## config.mk

```make
export PLATFORM = sky130hd
export DESIGN_NAME = knapsack_cipher_byte_top
export DESIGN_NICKNAME = d
export VERILOG_FILES = /design/src/hw/rtl/kcb_pkg.sv /design/src/hw/rtl/kcb_mulmod.sv /design/src/hw/rtl/kcb_datapath.sv /design/src/hw/rtl/kcb_ctrl.sv /design/src/hw/rtl/knapsack_cipher_byte_top.sv
export SDC_FILE = /design/constraint.sdc
export NUM_CORES = 1
export LEC_CHECK = 0
export BUFFER_PORTS_ARGS = -buffer_cell sky130_fd_sc_hd__buf_4
export CAP_MARGIN = 20
export CORE_UTILIZATION = 55
export DETAILED_ROUTE_END_ITERATION = 10
export HOLD_SLACK_MARGIN = 0.03
export PLACE_DENSITY_LB_ADDON = 0.08
export SYNTH_ARGS = -nofsm -noshare
export SYNTH_HDL_FRONTEND = slang
export SYNTH_SLANG_ARGS = --single-unit
```

## constraint.sdc

```tcl
create_clock -name clk -period 5.35 [get_ports clk]
set_clock_uncertainty 0.1 [all_clocks]
set_input_delay 0.8025 -clock clk [delete_from_list [all_inputs] [get_ports clk]]
set_output_delay 0.8025 -clock clk [all_outputs]
set_load 0.02 [all_outputs]
```

## src/hw/rtl/kcb_pkg.sv

```systemverilog
// Shared constants, codes and control/status structs of the knapsack cipher block.
// Used by the controller, the datapath, the modular multiplier and the top level.
package kcb_pkg;

  localparam int KEY_LEN    = 8;
  localparam int MOD_WIDTH  = 9;
  localparam int KIDX_W     = $clog2(KEY_LEN);
  localparam int PRIV_W     = 16;
  localparam int CT_W       = 12;
  localparam int PT_W       = 8;
  localparam int PT_IDX_W   = $clog2(PT_W);
  localparam int KIN_W      = 3;
  localparam int OP_W       = 2;
  localparam int LEN_W      = $clog2(PRIV_W + 1);
  localparam int SUM_W      = MOD_WIDTH + 4;
  localparam int CFG_IDX_W  = 3;
  localparam int CFG_DATA_W = 32;
  localparam int IN_DATA_W  = 24;
  localparam int OUT_DATA_W = 32;

  localparam logic [CT_W-1:0]   CT_MAX = '1;
  localparam logic [KIDX_W-1:0] K_TOP  = KIDX_W'(KEY_LEN - 1);

  localparam logic [OP_W-1:0] OP_ENCRYPT  = 2'd0;
  localparam logic [OP_W-1:0] OP_DECRYPT  = 2'd1;
  localparam logic [OP_W-1:0] OP_READ_KEY = 2'd2;

  localparam logic [CFG_IDX_W-1:0] REG_KEY_PAIR_3 = 3'd3;
  localparam logic [CFG_IDX_W-1:0] REG_MULTIPLIER = 3'd4;
  localparam logic [CFG_IDX_W-1:0] REG_MODULUS    = 3'd5;

  localparam logic [1:0] MM_NRED = 2'd0;
  localparam logic [1:0] MM_PUB  = 2'd1;
  localparam logic [1:0] MM_DEC  = 2'd2;

  typedef struct packed {
    logic       latch_in;
    logic       mm_start;
    logic [1:0] mm_sel;
    logic       a_load;
    logic       k_clr;
    logic       k_inc;
    logic       k_dec;
    logic       pub_wr;
    logic       inv_init;
    logic       inv_step;
    logic       enc_step;
    logic       walk_init;
    logic       walk_step;
    logic       load_out;
  } cmd_t;

  typedef struct packed {
    logic            derived;
    logic            missing;
    logic [OP_W-1:0] op;
    logic            mm_done;
    logic            k_last;
    logic            k_zero;
    logic            inv_done;
    logic            out_busy;
  } sts_t;

endpackage

```

## src/hw/rtl/kcb_mulmod.sv

```systemverilog
// Bit-serial modular multiplier: (a * b) mod m, one bit of a per cycle, MSB first.
// Operands a, b and m are read live; b must already be below m. Uses kcb_pkg.
module kcb_mulmod (
  input  logic                           clk,
  input  logic                           rst_n,
  input  logic                           start,
  input  logic [kcb_pkg::LEN_W-1:0]      len,
  input  logic [kcb_pkg::PRIV_W-1:0]     a_in,
  input  logic [kcb_pkg::MOD_WIDTH-1:0]  b_in,
  input  logic [kcb_pkg::MOD_WIDTH-1:0]  m_in,
  output logic                           done,
  output logic [kcb_pkg::MOD_WIDTH-1:0]  result
);
  import kcb_pkg::*;

  logic                 busy_r;
  logic                 done_r;
  logic [LEN_W-1:0]     cnt_r;
  logic [MOD_WIDTH-1:0] acc_r;
  logic [MOD_WIDTH-1:0] acc_nxt;
  logic [MOD_WIDTH:0]   dbl;
  logic [MOD_WIDTH:0]   sum;
  logic [MOD_WIDTH:0]   m_ext;
  logic                 bit_sel;

  assign m_ext   = {1'b0, m_in};
  assign bit_sel = a_in[4'(cnt_r - LEN_W'(1))];

  always_comb begin
    dbl = {acc_r, 1'b0};
    if (dbl >= m_ext) begin
      dbl = dbl - m_ext;
    end
    sum = {1'b0, dbl[MOD_WIDTH-1:0]} + (bit_sel ? {1'b0, b_in} : '0);
    if (sum >= m_ext) begin
      sum = sum - m_ext;
    end
    acc_nxt = sum[MOD_WIDTH-1:0];
  end

  always_ff @(posedge clk) begin
    if (!rst_n) begin
      busy_r <= 1'b0;
      done_r <= 1'b0;
    end else begin
      done_r <= busy_r && (cnt_r == LEN_W'(1));
      if (start) begin
        busy_r <= 1'b1;
        cnt_r  <= len;
        acc_r  <= '0;
      end else if (busy_r) begin
        acc_r <= acc_nxt;
        cnt_r <= cnt_r - LEN_W'(1);
        if (cnt_r == LEN_W'(1)) begin
          busy_r <= 1'b0;
        end
      end
    end
  end

  assign done   = done_r;
  assign result = acc_r;

endmodule

```

## src/hw/rtl/kcb_datapath.sv

```systemverilog
// Datapath: configuration registers, public key table, inverse search, encrypt sum,
// greedy decrypt walk and the output register. Uses kcb_pkg and kcb_mulmod.
module kcb_datapath (
  input  logic                             clk,
  input  logic                             rst_n,
  input  kcb_pkg::cmd_t                    cmd,
  output kcb_pkg::sts_t                    sts,
  input  logic                             cfg_valid,
  input  logic [kcb_pkg::CFG_IDX_W-1:0]    cfg_index,
  input  logic [kcb_pkg::CFG_DATA_W-1:0]   cfg_data,
  input  logic [kcb_pkg::IN_DATA_W-1:0]    in_tdata,
  input  logic [kcb_pkg::OP_W-1:0]         in_tuser,
  output logic                             out_tvalid,
  input  logic                             out_tready,
  output logic [kcb_pkg::OUT_DATA_W-1:0]   out_tdata
);
  import kcb_pkg::*;

  logic [PRIV_W-1:0]    priv_r [KEY_LEN];
  logic [MOD_WIDTH-1:0] table_r [KEY_LEN];
  logic [MOD_WIDTH-1:0] mult_r;
  logic [MOD_WIDTH-1:0] mod_r;
  logic [MOD_WIDTH-1:0] a_r;
  logic [MOD_WIDTH-1:0] inv_r;
  logic                 missing_r;
  logic                 derived_r;
  logic [OP_W-1:0]      op_r;
  logic [PT_W-1:0]      pt_r;
  logic [CT_W-1:0]      ct_r;
  logic [KIN_W-1:0]     idx_r;
  logic [KIDX_W-1:0]    k_r;
  logic [MOD_WIDTH-1:0] x_r;
  logic [MOD_WIDTH-1:0] r_r;
  logic [SUM_W-1:0]     sum_r;
  logic [MOD_WIDTH-1:0] rem_r;
  logic [PT_W-1:0]      bits_r;
  logic                 out_valid_r;
  logic [CT_W-1:0]      out_ct_r;
  logic [PT_W-1:0]      out_pt_r;
  logic [MOD_WIDTH-1:0] out_key_r;
  logic                 out_noinv_r;

  logic                 cfg_hit;
  logic                 m_zero;
  logic                 m_le1;
  logic                 inv_found;
  logic                 inv_done;
  logic [MOD_WIDTH:0]   radd;
  logic [MOD_WIDTH-1:0] r_nxt;
  logic [KIDX_W-1:0]    rd_addr;
  logic [MOD_WIDTH-1:0] table_rd;
  logic [PRIV_W-1:0]    priv_k;
  logic [PT_IDX_W-1:0]  bit_idx;
  logic                 take;
  logic                 key_ok;
  logic [CT_W-1:0]      ct_sat;
  logic [LEN_W-1:0]     mm_len;
  logic [PRIV_W-1:0]    mm_a;
  logic [MOD_WIDTH-1:0] mm_b;
  logic                 mm_done;
  logic [MOD_WIDTH-1:0] mm_res;

  assign cfg_hit  = cfg_valid && (cfg_index <= REG_MODULUS);
  assign m_zero   = (mod_r == '0);
  assign m_le1    = (mod_r <= MOD_WIDTH'(1));
  assign inv_found = !m_le1 && (r_r == MOD_WIDTH'(1));
  assign inv_done = m_le1 || (r_r == MOD_WIDTH'(1)) || (x_r == mod_r - MOD_WIDTH'(1));
  assign rd_addr  = cmd.load_out ? idx_r[KIDX_W-1:0] : k_r;
  assign table_rd = table_r[rd_addr];
  assign priv_k   = priv_r[k_r];
  assign bit_idx  = PT_IDX_W'(K_TOP - k_r);
  assign take     = (rem_r != '0) && ({{(PRIV_W-MOD_WIDTH){1'b0}}, rem_r} >= priv_k);
  assign key_ok   = ({1'b0, idx_r} < (KIN_W+1)'(KEY_LEN));
  assign ct_sat   = (sum_r > SUM_W'(CT_MAX)) ? CT_MAX : sum_r[CT_W-1:0];

  always_comb begin
    radd = {1'b0, r_r} + {1'b0, a_r};
    if (radd >= {1'b0, mod_r}) begin
      radd = radd - {1'b0, mod_r};
    end
    r_nxt = radd[MOD_WIDTH-1:0];
  end

  always_comb begin
    case (cmd.mm_sel)
      MM_NRED: begin
        mm_a   = PRIV_W'(mult_r);
        mm_len = LEN_W'(MOD_WIDTH);
        mm_b   = m_le1 ? '0 : MOD_WIDTH'(1);
      end
      MM_PUB: begin
        mm_a   = priv_k;
        mm_len = LEN_W'(PRIV_W);
        mm_b   = a_r;
      end
      MM_DEC: begin
        mm_a   = PRIV_W'(ct_r);
        mm_len = LEN_W'(CT_W);
        mm_b   = inv_r;
      end
      default: begin
        mm_a   = '0;
        mm_len = '0;
        mm_b   = '0;
      end
    endcase
  end

  kcb_mulmod u_mulmod (
    .clk    (clk),
    .rst_n  (rst_n),
    .start  (cmd.mm_start),
    .len    (mm_len),
    .a_in   (mm_a),
    .b_in   (mm_b),
    .m_in   (mod_r),
    .done   (mm_done),
    .result (mm_res)
  );

  always_ff @(posedge clk) begin
    if (!rst_n) begin
      for (int e = 0; e < KEY_LEN; e++) begin
        priv_r[e] <= '0;
      end
      mult_r <= MOD_WIDTH'(1);
      mod_r  <= MOD_WIDTH'(300);
    end else if (cfg_valid) begin
      for (int e = 0; e < KEY_LEN; e++) begin
        if (cfg_index == CFG_IDX_W'(e >> 1)) begin
          priv_r[e] <= (e % 2 == 1) ? cfg_data[31:16] : cfg_data[15:0];
        end
      end
      if (cfg_index == REG_MULTIPLIER) begin
        mult_r <= cfg_data[MOD_WIDTH-1:0];
      end
      if (cfg_index == REG_MODULUS) begin
        mod_r <= cfg_data[MOD_WIDTH-1:0];
      end
    end
  end

  always_ff @(posedge clk) begin
    if (!rst_n) begin
      inv_r     <= '0;
      missing_r <= 1'b0;
      derived_r <= 1'b0;
    end else if (cfg_hit) begin
      derived_r <= 1'b0;
    end else if (cmd.inv_step && inv_done) begin
      inv_r     <= inv_found ? x_r : '0;
      missing_r <= !inv_found;
      derived_r <= 1'b1;
    end
  end

  always_ff @(posedge clk) begin
    if (cmd.latch_in) begin
      op_r   <= in_tuser;
      pt_r   <= in_tdata[7:0];
      ct_r   <= in_tdata[19:8];
      idx_r  <= in_tdata[22:20];
      sum_r  <= '0;
      bits_r <= '0;
    end
    if (cmd.a_load) begin
      a_r <= mm_res;
    end
    if (cmd.k_clr) begin
      k_r <= '0;
    end else if (cmd.walk_init) begin
      k_r <= K_TOP;
    end else if (cmd.k_inc) begin
      k_r <= k_r + KIDX_W'(1);
    end else if (cmd.k_dec) begin
      k_r <= k_r - KIDX_W'(1);
    end
    if (cmd.pub_wr) begin
      table_r[k_r] <= m_zero ? '0 : mm_res;
    end
    if (cmd.inv_init) begin
      x_r <= MOD_WIDTH'(1);
      r_r <= a_r;
    end else if (cmd.inv_step && !inv_done) begin
      x_r <= x_r + MOD_WIDTH'(1);
      r_r <= r_nxt;
    end
    if (cmd.enc_step && pt_r[PT_IDX_W'(K_TOP - k_r)]) begin
      sum_r <= sum_r + SUM_W'(table_rd);
    end
    if (cmd.walk_init) begin
      rem_r <= mm_res;
    end else if (cmd.walk_step && take) begin
      rem_r         <= rem_r - priv_k[MOD_WIDTH-1:0];
      bits_r[bit_idx] <= 1'b1;
    end
  end

  always_ff @(posedge clk) begin
    if (!rst_n) begin
      out_valid_r <= 1'b0;
    end else if (cmd.load_out) begin
      out_valid_r <= 1'b1;
    end else if (out_tready) begin
      out_valid_r <= 1'b0;
    end
  end

  always_ff @(posedge clk) begin
    if (cmd.load_out) begin
      out_ct_r    <= (op_r == OP_ENCRYPT) ? ct_sat : '0;
      out_pt_r    <= (op_r == OP_DECRYPT) ? bits_r : '0;
      out_key_r   <= (op_r == OP_READ_KEY && key_ok) ? table_rd : '0;
      out_noinv_r <= missing_r;
    end
  end

  assign out_tvalid = out_valid_r;
  assign out_tdata  = {2'b00, out_noinv_r, out_key_r, out_pt_r, out_ct_r};

  assign sts.derived  = derived_r;
  assign sts.missing  = missing_r;
  assign sts.op       = op_r;
  assign sts.mm_done  = mm_done;
  assign sts.k_last   = (k_r == K_TOP);
  assign sts.k_zero   = (k_r == '0);
  assign sts.inv_done = inv_done;
  assign sts.out_busy = out_valid_r && !out_tready;

endmodule

```

## src/hw/rtl/kcb_ctrl.sv

```systemverilog
// Controller state machine: sequences key derivation, inverse search and the three
// operations, and issues datapath commands. Uses kcb_pkg.
module kcb_ctrl (
  input  logic          clk,
  input  logic          rst_n,
  input  logic          in_tvalid,
  output logic          in_tready,
  input  kcb_pkg::sts_t sts,
  output kcb_pkg::cmd_t cmd
);
  import kcb_pkg::*;

  typedef enum logic [8:0] {
    S_IDLE = 9'b000000001,
    S_DISP = 9'b000000010,
    S_NRED = 9'b000000100,
    S_PUB  = 9'b000001000,
    S_INV  = 9'b000010000,
    S_ENC  = 9'b000100000,
    S_DMUL = 9'b001000000,
    S_WALK = 9'b010000000,
    S_OUT  = 9'b100000000
  } state_t;

  state_t state_r;
  state_t state_nxt;

  assign in_tready = (state_r == S_IDLE);

  always_comb begin
    cmd       = '0;
    state_nxt = state_r;
    case (state_r)
      S_IDLE: begin
        if (in_tvalid) begin
          cmd.latch_in = 1'b1;
          state_nxt    = S_DISP;
        end
      end
      S_DISP: begin
        if (!sts.derived) begin
          cmd.mm_start = 1'b1;
          state_nxt    = S_NRED;
        end else begin
          case (sts.op)
            OP_ENCRYPT: begin
              cmd.k_clr = 1'b1;
              state_nxt = S_ENC;
            end
            OP_DECRYPT: begin
              if (sts.missing) begin
                state_nxt = S_OUT;
              end else begin
                cmd.mm_sel   = MM_DEC;
                cmd.mm_start = 1'b1;
                state_nxt    = S_DMUL;
              end
            end
            default: begin
              state_nxt = S_OUT;
            end
          endcase
        end
      end
      S_NRED: begin
        cmd.mm_sel = MM_NRED;
        if (sts.mm_done) begin
          cmd.mm_sel   = MM_PUB;
          cmd.a_load   = 1'b1;
          cmd.k_clr    = 1'b1;
          cmd.mm_start = 1'b1;
          state_nxt    = S_PUB;
        end
      end
      S_PUB: begin
        cmd.mm_sel = MM_PUB;
        if (sts.mm_done) begin
          cmd.pub_wr = 1'b1;
          if (sts.k_last) begin
            cmd.inv_init = 1'b1;
            state_nxt    = S_INV;
          end else begin
            cmd.k_inc    = 1'b1;
            cmd.mm_start = 1'b1;
          end
        end
      end
      S_INV: begin
        cmd.inv_step = 1'b1;
        if (sts.inv_done) begin
          state_nxt = S_DISP;
        end
      end
      S_ENC: begin
        cmd.enc_step = 1'b1;
        cmd.k_inc    = 1'b1;
        if (sts.k_last) begin
          state_nxt = S_OUT;
        end
      end
      S_DMUL: begin
        cmd.mm_sel = MM_DEC;
        if (sts.mm_done) begin
          cmd.walk_init = 1'b1;
          state_nxt     = S_WALK;
        end
      end
      S_WALK: begin
        cmd.walk_step = 1'b1;
        cmd.k_dec     = 1'b1;
        if (sts.k_zero) begin
          state_nxt = S_OUT;
        end
      end
      S_OUT: begin
        if (!sts.out_busy) begin
          cmd.load_out = 1'b1;
          state_nxt    = S_IDLE;
        end
      end
      default: begin
        state_nxt = S_IDLE;
      end
    endcase
  end

  always_ff @(posedge clk) begin
    if (!rst_n) begin
      state_r <= S_IDLE;
    end else begin
      state_r <= state_nxt;
    end
  end

endmodule

```

## src/hw/rtl/knapsack_cipher_byte_top.sv

```systemverilog
// Knapsack cipher on bytes: one item in flight at a time. A key read only reads the
// public key table, an encrypt adds one public element per cycle and a decrypt runs
// a serial modular multiply, then an 8-step greedy walk. The first item after any
// write to a key, multiplier or modulus register first derives the key: it reduces
// n, forms each public element in the bit-serial modular multiplier and then runs
// an inverse search of one candidate per cycle. A finished result waits in the
// output register while the next item is taken. Depends on kcb_pkg, kcb_ctrl,
// kcb_datapath.
module knapsack_cipher_byte_top (
  input  logic                           clk,
  input  logic                           rst_n,
  input  logic                           cfg_valid,
  output logic                           cfg_ready,
  input  logic [kcb_pkg::CFG_IDX_W-1:0]  cfg_index,
  input  logic [kcb_pkg::CFG_DATA_W-1:0] cfg_data,
  input  logic                           in_tvalid,
  output logic                           in_tready,
  // plaintext_byte[7:0], ciphertext_in[19:8], key_index[22:20], zero pad
  input  logic [kcb_pkg::IN_DATA_W-1:0]  in_tdata,
  // operation[1:0]
  input  logic [kcb_pkg::OP_W-1:0]       in_tuser,
  output logic                           out_tvalid,
  input  logic                           out_tready,
  // ciphertext_out[11:0], plaintext_out[19:12], key_element_out[28:20],
  // no_inverse[29], zero pad
  output logic [kcb_pkg::OUT_DATA_W-1:0] out_tdata
);
  import kcb_pkg::*;

  cmd_t cmd;
  sts_t sts;

  assign cfg_ready = 1'b1;

  kcb_ctrl u_ctrl (
    .clk       (clk),
    .rst_n     (rst_n),
    .in_tvalid (in_tvalid),
    .in_tready (in_tready),
    .sts       (sts),
    .cmd       (cmd)
  );

  kcb_datapath u_dp (
    .clk        (clk),
    .rst_n      (rst_n),
    .cmd        (cmd),
    .sts        (sts),
    .cfg_valid  (cfg_valid),
    .cfg_index  (cfg_index),
    .cfg_data   (cfg_data),
    .in_tdata   (in_tdata),
    .in_tuser   (in_tuser),
    .out_tvalid (out_tvalid),
    .out_tready (out_tready),
    .out_tdata  (out_tdata)
  );

endmodule

```

Word level (Yosys, flattened, before mapping)
Memories as Yosys holds them, arrays and structs flattened. A register that Yosys moved wholly into a read port is not among the register bits.
Index checks and enable logic that the tools add are counted.
Storage, ports and cells
  flip-flop bits (word level): 170
  memory bits (writable): 200
  bits of input ports: 66
  output and inout bits: 35
  word-level logic and storage cells: 233
  memories kept: 2
Cells by class
  add/subtract/negate cells: 13
  order comparisons: 10
  equality and inequality tests: 31
  muxes and demuxes: 106
  bitwise operators: 11
  reduce and logical (&&, ||, !) cells: 34
Memory list
  u_dp.priv_r: words 8, bits a word 16, read ports 1, clocked after memory_dff 1, wr ports 8, line kcb_datapath.sv:19  | logic [PRIV_W-1:0] priv_r [KEY_LEN];
  u_dp.table_r: words 8, bits a word 9, read ports 1, clocked after memory_dff 0, wr ports 1, line kcb_datapath.sv:20  | logic [MOD_WIDTH-1:0] table_r [KEY_LEN];
Operators with widths (number)
  $mux 9: 22
  $mux 16: 8
  $pmux 9 s9: 1
  $pmux 16 s3: 1
  $mux 1: 44
  $sub 9x9->9: 4
  $ge 10x9->1: 3
  $pmux 9 s3: 1
  $mux 13: 2
  $mux 3: 8
  $mux 8: 3
  $add 9x9->10: 2
  $eq 9x1->1 const B: 2
  $pmux 9 s2: 1
  $ge 9x16->1: 1
  $mux 5: 3
  $pmux 5 s3: 1
  $add 13x9->13: 1
  $gt 13x12->1 const B: 1
  $mux 12: 1
  $logic_and 1x1->1: 10
  $ne 2x2->1 const B: 5
  $reduce_bool 2->1: 5
  $add 9x1->9 const B: 1
  other kinds (46): 74

Depth between registers and ports, before layout
  depth after elaboration: 13
  gate-level depth with buffers: 29
  mapped depth without buffers: 26

By module
Synthesis repeated with hierarchy kept, for this count alone.
Second synthesis, totals
  cell total of the unflattened synthesis: 1607
  area total of the unflattened synthesis: 19222.2 um^2
Modules (own cells, without submodules)
  kcb_datapath: instances 1, cells an instance 1236, area each 16029.1 um^2, sequential area each 9919.5 um^2
  kcb_mulmod: instances 1, cells an instance 254, area each 2293.4 um^2, sequential area each 460.4 um^2
  kcb_ctrl: instances 1, cells an instance 115, area each 888.4 um^2, sequential area each 180.2 um^2
  knapsack_cipher_byte_top: instances 1, cells an instance 2, area each 11.3 um^2, sequential area each 0.0 um^2

Worst setup path before layout
OpenSTA, ideal clock, no wires.
  path kind: register to register
  start point: reg u_ctrl.state_r[5]
  end point: reg u_dp.u_mulmod.acc_r[1], in the netlist u_dp.u_mulmod.result[1], data pin
  setup time: 266 ps
  data arrival time: 5426 ps
  required time: 4984 ps
  setup slack: -442 ps
  stages on the path, launching flop included: 26
  path buffers: 2
  period minus slack after synthesis: 5792 ps
  cell sequence: dfxtp_1 > buf_6 > or4_4 > nor4_4 > nor3_2 > a2111o_1 > nand4_1 > o311ai_1 > o21ai_2 > a21oi_1 > ha_1 > a21o_1 > a21oi_1 > nand2b_1 > a21boi_0 > o41a_1 > xor2_1 > ha_1 > and4_1 > a21oi_1 > nand2_1 > and2_1 > a311o_1 > clkbuf_1 > mux2i_1 > nor2_1
Between the ends
  longest elaborated chain between the ends: 11
  elaborated cells between the ends (all ways): 19
  those cells by class: 2 x add/sub; 1 x order compare; 6 x eq/ne; 9 x mux; 1 x reduce/logical
RTL lines
  start: declaration: line kcb_ctrl.sv:25  | state_t state_r;
  start signal: assignment: line kcb_ctrl.sv:131  | state_r <= state_nxt;
  $eq 9x7->1 (tied with other cells): line kcb_ctrl.sv:33  | case (state_r)
  $pmux 2 s4: line kcb_ctrl.sv:33
  $eq 2x2->1 (tied with other cells): line kcb_datapath.sv:85  | case (cmd.mm_sel)
  $pmux 16 s3: line kcb_datapath.sv:85
  $bmux 1 s4: line kcb_mulmod.sv:27  | assign bit_sel = a_in[4'(cnt_r - LEN_W'(1))];
  $mux 1 (implied by the code): line kcb_mulmod.sv:27
  $mux 9: line kcb_mulmod.sv:34  | sum = {1'b0, dbl[MOD_WIDTH-1:0]} + (bit_sel ? {1'b0, b_in} : '0);
  $add 9x9->10: line kcb_mulmod.sv:34
  $sub 9x9->9 or $ge 10x9->1 (tied branches): line kcb_mulmod.sv:36, kcb_mulmod.sv:35
  $mux 9: line kcb_mulmod.sv:35  | if (sum >= m_ext) begin
  $mux 9: line kcb_mulmod.sv:51  | end else if (busy_r) begin
  end signal: assignment: line kcb_mulmod.sv:52  | acc_r <= acc_nxt;
  end: declaration: line kcb_mulmod.sv:19  | logic [MOD_WIDTH-1:0] acc_r;
Several ways; a longest one is shown, not always the timed one. The select of a mux whose other input is x is not followed.
A chain may end at the register's enable or synchronous reset.

Worst setup path after layout
  start point: reg u_ctrl.state_r[5]
  end point: reg u_dp.u_mulmod.acc_r[3], in the netlist u_dp.u_mulmod.result[3], data pin
The elaborated chain is that of the path after synthesis.

==> out/metrics.cfg <==
[grt]
grt_pass1_wl_um=74400
antenna_found_initial=0
grt_pass1_vias=13742
grt_util_all_layers_pct=27.2
grt_max_degree=49
grt_remaining_overflow=0

[worst_setup_path]
critPathArrivalTime_ns=5.95
reg2reg_depth=27
critPathCaptureType=flip-flop
r2r_setup_slack_ns=-0.43
startpoint=u_ctrl.state_r[5]$_SDFFE_PN0P_
crit_path_start_kind=flip-flop
worst-path-max-fanout=6
crit_path_end=u_dp.u_mulmod.result[3]$_SDFFCE_PP0P_
criticalPathCategory=reg2reg
reg2reg_from=u_ctrl.state_r[5]$_SDFFE_PN0P_
cp.required_ns=5.53
timing.rr.end=u_dp.u_mulmod.result[3]$_SDFFCE_PP0P_

[floorplan]
io_pins=101
die-height_um=188
core_um2=33700
rows=67
initial_core_util_pct=56.2
die_w_um=188
die-area_um2=35200

[clock_network]
cts_max_path_buffers=3
root_buffer=clkbuf_16
cts_buffers=40
clock_latency_ns=0.54
cts_tree=done
cts.clk_slew.worst_paths_ns=0.06
cts_max_level=2
cts_sinks=373

[placed_design]
hpwl_um=33600
place_congestion=0.884
port_buffers=96
post-place-cells=2333

[cells_and_area]
antenna_cells=0
nets=2096
area_growth_pct=22.0
drive_above_1_share_pct=22.8
fin_cells=2434

[sta]
fmax_mhz=173
report.final.slew_viol_count=0
final-setup-viol-count=9
rsz0062_at_grt=yes
worstMarginPinSlew_ns=1.03
slew_headroom_pct=30.7
min_period_ns=5.78
period_share_pct=108
holdWs_ns=0.343
setup_ws_ns=-0.426
finalHoldViolCount=0
finalSetupTns_ns=-3.55

[route]
drt-met1-wl_um=20700
drtIter0Drc=1020
vias_per_cell=5.72
wl_met3_um=2700
postRouteAntennaNets=0
top_layer=met4
vias=13923
firstDrtPassIters=5
drc_errors=0
met2_length_um=22700
wirelength_um=47600
wl_per_cell_um=19.5

[status]
violations=negative setup slack
outcome=finished with violations

[synth]
ys_seq_elements=373
yosysTopAreaCellShare_pct=49.0
syn-cell-area_um2=18900
synth_top_area_cell=edfxtp_1
synth_cell_type_count=80
async_flop_share_pct=0
synthCells=1707
ys_seq_area_share_pct=55.8
synth.top_cells.by_area=edfxtp_1, dfxtp_1, nor2_1, ha_1, nand2_1
yosys.cell_count.top_type=edfxtp_1
syn_avg_cell_area_um2=11.1
yosys_warnings=0
synth_edf_count=309
synthTopCellsByCount=edfxtp_1, nor2_1, nand2_1, inv_1, a21oi_1
synth-main-ff-cell=edfxtp_1

[power_and_ir_drop]
p_per_area_nw_per_um2=310
power.total_mw=7.16
p_leak_nw=8.97
irDropWorstVdd_mv=0.226

[min_path]
min-delay-path-class=in2reg

[run]
cap_violations=0

worst max-delay path: stages (launching register included):
cell      delay, ns
dfxtp_4        0.36
or4_4          0.57
nor4_4         0.33
buf_4          0.19
buf_12         0.10
o21ai_1        0.12
o311ai_4       0.14
a21oi_2        0.13
o31ai_4        0.28
o21ai_4        0.14
nor2_2         0.13
ha_2           0.20
inv_2          0.04
fa_2           0.34
nor2b_2        0.13
o21ai_2        0.07
a21boi_2       0.18
o21ai_2        0.09
a21oi_2        0.17
xor2_1         0.23
ha_1           0.31
and4_1         0.23
nand3_2        0.08
nand3_2        0.08
a311o_1        0.39
buf_6          0.16
mux2i_1        0.14
nor2_1         0.06
logic make-up after synthesis:
group | count (synthesis) | share of synthesized area [%]
simple gates | 653 | 16.1
flops | 373 | 55.8
compound gates | 303 | 10.6
buf+inv | 168 | 3.68
fa+ha+maj | 76 | 5.34
mux | 73 | 5.67
xor+xnor | 59 | 2.73
other cells | 2 | 0.0397
power by group:
part	total (mW)	switching [mW]	internal, mW	leakage [nW]
Combinational	0.977	0.538	0.439	4.90
Clock	2.80	1.14	1.66	0.649
Sequential	3.38	0.0625	3.32	3.42
Total	7.16	1.74	5.41	8.97
metal layers:
metal	vias up	global-route usage (%)
li1	6661	-
met1	6724	37.5
met2	448	44.8
met3	90	3.29
met4	0	9.35
met5	-	0
cells in the final DEF (no fill, tap or decap), types with 36 or more instances in the layout:
cell type,n
ha_1,67
edfxtp_1,309
clkbuf_16,40
dfxtp_1,60
o21ai_0,45
inv_1,82
nand2_1,184
a21oi_1,71
nor2_1,239
buf_4,272
nor2b_1,36
state kept, by name, indices dropped and copies added, names as in the netlist, 12 cells and up, named ones only:
signal / flops
u_dp.ct_r: 12
u_dp.out_ct_r: 12
u_dp.priv_r: 128
u_dp.sum_r: 13
u_dp.table_r: 72
what timing repair did:
action / 4_1_cts / 5_1_grt
hold buffers: 0 / 0
resized for setup: 46 / 25
cloned: 2 / 0
endpoints found under the setup margin: 9 / 10
buffers inserted: 16 / 9
pin swaps: 30 / 28
hold endpoints to repair: 0 / 0
worst min path at each step:
| stage | startpoint | endpoint | slack (ns) | cells past startpoint |
|---|---|---|---|---|
| after CTS | in_tdata[6] | u_dp.pt_r[6]$_DFFE_PP_ | 0.32 | 1 |
| after global placement | u_dp.u_mulmod.busy_r$_SDFF_PN0_ | u_dp.u_mulmod.done$_SDFF_PN0_ | 0.34 | 2 |
| after global routing | in_tdata[6] | u_dp.pt_r[6]$_DFFE_PP_ | 0.32 | 1 |
| after floorplan | u_dp.bits_r[1]$_DFF_P_ | u_dp.bits_r[1]$_DFF_P_ | 0.33 | 1 |
| after detailed placement | u_dp.u_mulmod.busy_r$_SDFF_PN0_ | u_dp.u_mulmod.done$_SDFF_PN0_ | 0.35 | 2 |
| final | in_tdata[21] | u_dp.idx_r[1]$_DFFE_PP_ | 0.34 | 1 |
cell type report:
class	instances	area, um^2
clock inverters	19	234
inverters	84	315
fillers	2544	10600
flip-flops and latches	373	10600
clock buffers	55	1110
multi-input cells	1167	7990
repair buffers	288	2320
well taps	448	561
per-stage QoR:
step	area (um^2)	setup slack [ns]	util (%)
floorplan	19000	-0.170	-
global placement	21200	-0.410	62.9
detailed placement	21200	-0.558	62.9
CTS	22900	-0.357	67.9
global route	23100	-0.703	68.5
finish	23100	-0.426	68.5
Power figures use the tool's default switching activity.
